$ cat config.mk
export PLATFORM = sky130hd
export DESIGN_NAME = bcgs_div
export DESIGN_NICKNAME = d
export VERILOG_FILES = /design/src/hw/rtl/bcgs_div.sv
export SDC_FILE = /design/constraint.sdc
export NUM_CORES = 2
export LEC_CHECK = 0
export BUFFER_PORTS_ARGS = -buffer_cell sky130_fd_sc_hd__buf_2
export CAP_MARGIN = 10
export CELL_PAD_IN_SITES_DETAIL_PLACEMENT = 1
export CELL_PAD_IN_SITES_GLOBAL_PLACEMENT = 1
export CORE_MARGIN = 5
export CORE_UTILIZATION = 57
export DETAILED_ROUTE_END_ITERATION = 16
export PLACE_DENSITY_LB_ADDON = 0.1
export SLEW_MARGIN = 20
export SYNTH_ARGS = -nofsm -noshare
export SYNTH_HDL_FRONTEND = slang
export SYNTH_SLANG_ARGS = --single-unit
export TNS_END_PERCENT = 10
$ cat constraint.sdc
create_clock -name i_clk -period 7.55 [get_ports i_clk]
set_clock_uncertainty 0.05 [all_clocks]
set_input_delay 0.755 -clock i_clk [delete_from_list [all_inputs] [get_ports i_clk]]
set_output_delay 0.755 -clock i_clk [all_outputs]
set_load 0.02 [all_outputs]
$ cat src/hw/rtl/bcgs_div.sv
// Pipelined restoring divider: 50-bit dividend by 33-bit divisor, 17-bit quotient.
// Uses no package items; one quotient bit per stage.
`default_nettype none
module bcgs_div #(
    parameter int TAG_W = 40
) (
    input  wire logic             i_clk,
    input  wire logic             i_rst_n,
    input  wire logic             i_en,
    input  wire logic             i_valid,
    input  wire logic [49:0]      i_num,
    input  wire logic [32:0]      i_den,
    input  wire logic [TAG_W-1:0] i_tag,
    output logic                  o_valid,
    output logic [16:0]           o_quot,
    output logic [TAG_W-1:0]      o_tag
);
    localparam int STEPS = 17;

    logic [STEPS:0]            r_v;
    logic [49:0]               r_rem [STEPS+1];
    logic [32:0]               r_den [STEPS+1];
    logic [16:0]               r_q   [STEPS+1];
    logic [TAG_W-1:0]          r_tag [STEPS+1];

    always_ff @(posedge i_clk) begin
        if (!i_rst_n) begin
            r_v <= '0;
        end else if (i_en) begin
            r_v <= {r_v[STEPS-1:0], i_valid};
        end
    end

    always_ff @(posedge i_clk) begin
        if (i_en) begin
            r_rem[0] <= i_num;
            r_den[0] <= i_den;
            r_q[0]   <= '0;
            r_tag[0] <= i_tag;
            for (int s = 0; s < STEPS; s++) begin
                if ({17'd0, r_rem[s]} >= ({34'd0, r_den[s]} << (STEPS - 1 - s))) begin
                    r_rem[s+1] <= 50'(({17'd0, r_rem[s]}
                                  - ({34'd0, r_den[s]} << (STEPS - 1 - s))));
                    r_q[s+1]   <= r_q[s] | (17'd1 << (STEPS - 1 - s));
                end else begin
                    r_rem[s+1] <= r_rem[s];
                    r_q[s+1]   <= r_q[s];
                end
                r_den[s+1] <= r_den[s];
                r_tag[s+1] <= r_tag[s];
            end
        end
    end

    assign o_valid = r_v[STEPS];
    assign o_quot  = r_q[STEPS];
    assign o_tag   = r_tag[STEPS];

    logic unused;
    assign unused = ^{r_rem[STEPS], r_den[STEPS]};
endmodule
`default_nettype wire

# Yosys cells after proc, flatten, opt, wreduce, memory -nomap -nowiden
# Memory sizes are Yosys's and may differ from the RTL's.
# Index checks and enable logic that the tools add are counted.
# Widths: inputs -> output; s select.
[op_classes]
n_mux = 138
bitwise = 34
order_cmp = 17
n_addsub = 17
[op_table]
columns = ["op", "count"]
rows = [
  ["$mux 50", 17],
  ["$mux 17", 17],
  ["$mux 1", 104],
  ["$ge 50x33->1", 1],
  ["$ge 50x34->1", 1],
  ["$ge 50x35->1", 1],
  ["$ge 50x36->1", 1],
  ["$ge 50x37->1", 1],
  ["$ge 50x38->1", 1],
  ["$ge 50x39->1", 1],
  ["$ge 50x40->1", 1],
  ["$ge 50x41->1", 1],
  ["$ge 50x42->1", 1],
  ["$ge 50x43->1", 1],
  ["$ge 50x44->1", 1],
  ["$ge 50x45->1", 1],
  ["$ge 50x46->1", 1],
  ["$ge 50x47->1", 1],
  ["$ge 50x48->1", 1],
  ["$ge 50x49->1", 1],
  ["$sub 50x33->50", 1],
  ["$sub 50x34->50", 1],
  ["$sub 50x35->50", 1],
  ["$sub 50x36->50", 1],
  ["other kinds (14)", 47],
]
[totals]
register_bits = 18
mem_count = 4
output_inout_bits = 58
ramBits = 2520
[mem_list]
columns = ["name", "depth", "word_bits", "rd", "rd_ports_with_merged_regs", "write_ports", "line_no", "source"]
rows = [
  ["r_rem", 18, 50, 17, 0, 18, "21", "logic [49:0] r_rem [STEPS+1];"],
  ["r_tag", 18, 40, 18, 0, 18, "24", "logic [TAG_W-1:0] r_tag [STEPS+1];"],
  ["r_den", 18, 33, 17, 0, 18, "22", "logic [32:0] r_den [STEPS+1];"],
  ["r_q", 18, 17, 18, 0, 18, "23", "logic [16:0] r_q [STEPS+1];"],
]

# Longest topological paths before layout
[logic_depth]
word_depth = 5
depth_mapped = 16
depth_no_buf = 14

# Worst setup path before layout
# OpenSTA, ideal clock, no wires.
[synth_path]
path_kind = "input to register"
start = "in i_en"
end = "mem r_q[16][10], enable pin"
t_required_ps = 7053
path_slack_ps = 3497
cell_stages = 4
arrival_time_ps = 3555
cell_sequence = "clkbuf_1 -> clkbuf_1 -> buf_1 -> clkbuf_1"
[synth_rtl]
columns = ["element", "line_no", "source"]
rows = [
  ["from (decl)", "9", "input wire logic i_en,"],
  ["to (decl)", "23", ""],
]

==> flow_summary.toml <==
[setup_path]
critical-path-top-delay-family = "simple AND/OR/NAND/NOR gates"
critical_path_launch_point = "r_rem[6][87]"
worst-path-buf-inv = 1
critPathKind = "flip-flop to flip-flop"
critical_path.slowest_cell = "sky130_fd_sc_hd__a2111oi_2"
worst_r2r_path_depth = 11
timing.critical_path.to_type = "flip-flop"
crit_chain = "nor3_1, nand2_1, nor3_1, nand4_1, and4b_1, and3_1, a32o_1, buf_4, a2111oi_2, nand2_1, xnor2_1"
worstSetupStartpointType = "flip-flop"
slowest_delay_ns = 0.83
cp.required_ns = 8.19
reg2reg_from = "r_rem[6][87]"
critical_path_depth = 11
timing.critical_path.fanout_max = 51
crit_arrival_ns = 5.55

[clocking]
post-cts-setup-buffer-count = 0
htree_num_levels = 4
post_cts_resized = 0
clkSinkCount = 2302
insertion_delay_ns = 0.94
tritoncts.num_buffers = 234
clock_path_buffers = 3
clk_pin_slew_worst_paths_ns = 0.07
cts_tree = "yes"
cts_root_buf = "sky130_fd_sc_hd__clkbuf_16"
number_of_buffers_inserted_for_hold_repair_after_clock_tree_synthesis = 122

[sta]
fin_setup_tns_ns = 0
final-hold-violation-count = 0
max_slew_violation_count = 0
layout_min_cycle_time_ns = 4.91
rsz_0062_raised_after_global_routing = "false"
finalSetupViolCount = 0
max_clock_freq_mhz = 203
timing_worst_slew_pin_value_ns = 1.19
remaining_max_slew_budget_at_the_tightest_pin = 0.202
fin_crit_sh = 0.651

[route]
route.detailed.drc = 0
post_drt_wl_per_cell_um = 27.1
final_antenna_net_count = 0
routed_via_density = 6.23
initialDrtViolationCount = 6532
first_pass_iters = 6
num_vias = 73400
totalWireLength_um = 319000

[final_layout]
post_route_cells_drive_above_1_share = 0.0827
final.fill_count = 18500
antennaDiodeCount = 0
area.growth.synth_to_final_pct = 11.8
fin_cells = 11800
final_net_count = 9768

[min_path]
path_type_of_the_worst_min_delay_path = "input pin to flip-flop"
hold_path_startpoint = "i_valid"
worstHoldPathCells = 3

[synthesis]
synth_enable_flop_cells = 2284
synthesized_flop_and_latch_total = 2302
ys_seq_area_frac = 0.628
synth_largest_area_cell = "sky130_fd_sc_hd__edfxtp_1"
mapped_nets = 9415
synth.top_cells.by_count = "sky130_fd_sc_hd__edfxtp_1, sky130_fd_sc_hd__inv_1, sky130_fd_sc_hd__nand2_1"
synthDistinctLibCells = 111
synth-warning-count = 0
most_used_dff_post_synth = "sky130_fd_sc_hd__edfxtp_1"
ys_async_sr_fraction = 0
yosysTopAreaCellShare = 0.625
synth_top_cells_by_area = "sky130_fd_sc_hd__edfxtp_1, sky130_fd_sc_hd__ha_1, sky130_fd_sc_hd__a21oi_1, sky130_fd_sc_hd__o21ai_0, sky130_fd_sc_hd__a21o_1"
synthesis.instances = 8711
netlist_area_um2 = 110000
synth_area_per_cell_um2 = 12.6
synth_most_common_cell = "sky130_fd_sc_hd__edfxtp_1"

[placed_design]
post-place-cells = 11200
port_buffers = 184
finalWeightedCongestion = 0.940
dp_hpwl_um = 214000

[global_routing]
grt_pass1_vias = 77300
grt_antenna_before_repair = 6
largest_net_degree_at_the_start_of_global_routing = 176
globalRouteTotalUtil = 0.312
grt_first_pass_wirelength_um = 484000
gr-total-overflow = 0

[job]
drv.max_cap_violation_count = 0

[floorplanning]
num_io_pins = 185
dieHeight_um = 449
die_x_um = 449
floorplan.initialDensity = 0.571
core_region_area_um2 = 192000
core.rowCount = 161
full_die_area_um2 = 202000

[outcome]
result_of_the_run = "completed"

[pwr]
p_leak_uw = 0.0472
power.ir.vdd_worst_mv = 0.261
power.density_cell_area_nw_per_um2 = 387
## worst register-to-register path, stage by stage (launching register included)
cell	delay [ns]
sky130_fd_sc_hd__edfxtp_1	0.53
sky130_fd_sc_hd__nor3_1	0.45
sky130_fd_sc_hd__nand2_1	0.41
sky130_fd_sc_hd__nor3_1	0.63
sky130_fd_sc_hd__nand4_1	0.29
sky130_fd_sc_hd__and4b_1	0.31
sky130_fd_sc_hd__and3_1	0.16
sky130_fd_sc_hd__a32o_1	0.29
sky130_fd_sc_hd__buf_4	0.32
sky130_fd_sc_hd__a2111oi_2	0.83
sky130_fd_sc_hd__nand2_1	0.22
sky130_fd_sc_hd__xnor2_1	0.20
## area by class of cell
class	instances	area [um^2]	share of cell area
clock buffer	266	5980	0.0487
inverter	712	2670	0.0218
multi-input combinational	5456	37400	0.304
sequential	2302	68900	0.562
clock inverter	168	1960	0.0160
tap	2526	3160	0.0257
timing repair buffer	358	2670	0.0218
## power breakdown
group	switching (uW)	total [uW]	internal [uW]	leakage, uW
clock network	5400	12200	6760	0.00381
registers	1870	19100	17200	0.0223
logic	9940	16200	6290	0.0210
## worst paths after layout
kind	end	slack (ns)
max	r_rem[7][48]	2.64
min	r_v[0]	0.12
max reg2reg	r_rem[7][48]	2.64
min reg2reg	r_q[16][4]	0.33
## layer usage
metal  vias to the layer above  global-route usage  part of all wire
met4                         4               0.138             0.050
met1                     36900               0.397              0.40
li1                      33000                   -                 -
met2                      2670               0.538              0.50
met5                         -                   0          0.000072
met3                       761              0.0387             0.051
## registers in the layout (all words and copies together) (netlist names)
signal  cells
r_rem     850
r_tag     720
r_q       153
r_v        18
r_den     561
## stage by stage
stage	instance area, um^2	setup WS (ns)	utilization	total power [uW]	hold slack [ns]
after floorplan	110000	3.50	-	29600	0.350
after global placement	114000	2.89	0.591	34000	0.350
after detailed placement	114000	2.66	0.591	34800	0.355
after CTS	123000	2.62	0.639	47100	0.0476
after global routing	123000	2.52	0.639	49900	0.0632
final	123000	2.64	0.639	47500	0.120
## layout by cell type, fill, tap and decap left out, drive strengths merged, types with 20 or more instances in the layout
| cell | instances |
|---|---|
| edfxtp | 2284 |
| inv | 717 |
| nand2 | 687 |
| o21ai | 592 |
| a21oi | 574 |
| ha | 561 |
| nor2 | 414 |
| a21o | 357 |
| xnor2 | 305 |
| xor2 | 272 |
| clkbuf | 266 |
| buf | 236 |
| nor3 | 143 |
| nand3 | 136 |
| dlygate4sd3 | 122 |
| clkinv | 115 |
| mux2 | 114 |
| nor2b | 113 |
| nand4 | 108 |
| a31oi | 90 |
| nor4 | 88 |
| nand2b | 73 |
| o21a | 71 |
| and3 | 68 |
| o21bai | 60 |
| a211oi | 55 |
| or3 | 43 |
| o31ai | 39 |
| o211ai | 34 |
| mux2i | 33 |
| or4 | 33 |
| or2 | 31 |
| bufinv | 30 |
| and2 | 30 |
| nor4b | 20 |
| a2111oi | 20 |
## cells by family after synthesis
kind of cell | count (synthesis) | share of synthesized area
DFF | 2302 | 0.628
adders and majority gates | 577 | 0.0668
xor gates and xnor gates | 577 | 0.0460
muxes | 147 | 0.0147
and+or+nand+nor | 2060 | 0.0919
AOI/OAI and AO/OA | 2095 | 0.119
buffers and inverters | 953 | 0.0333
Power figures use the tool's default switching activity.
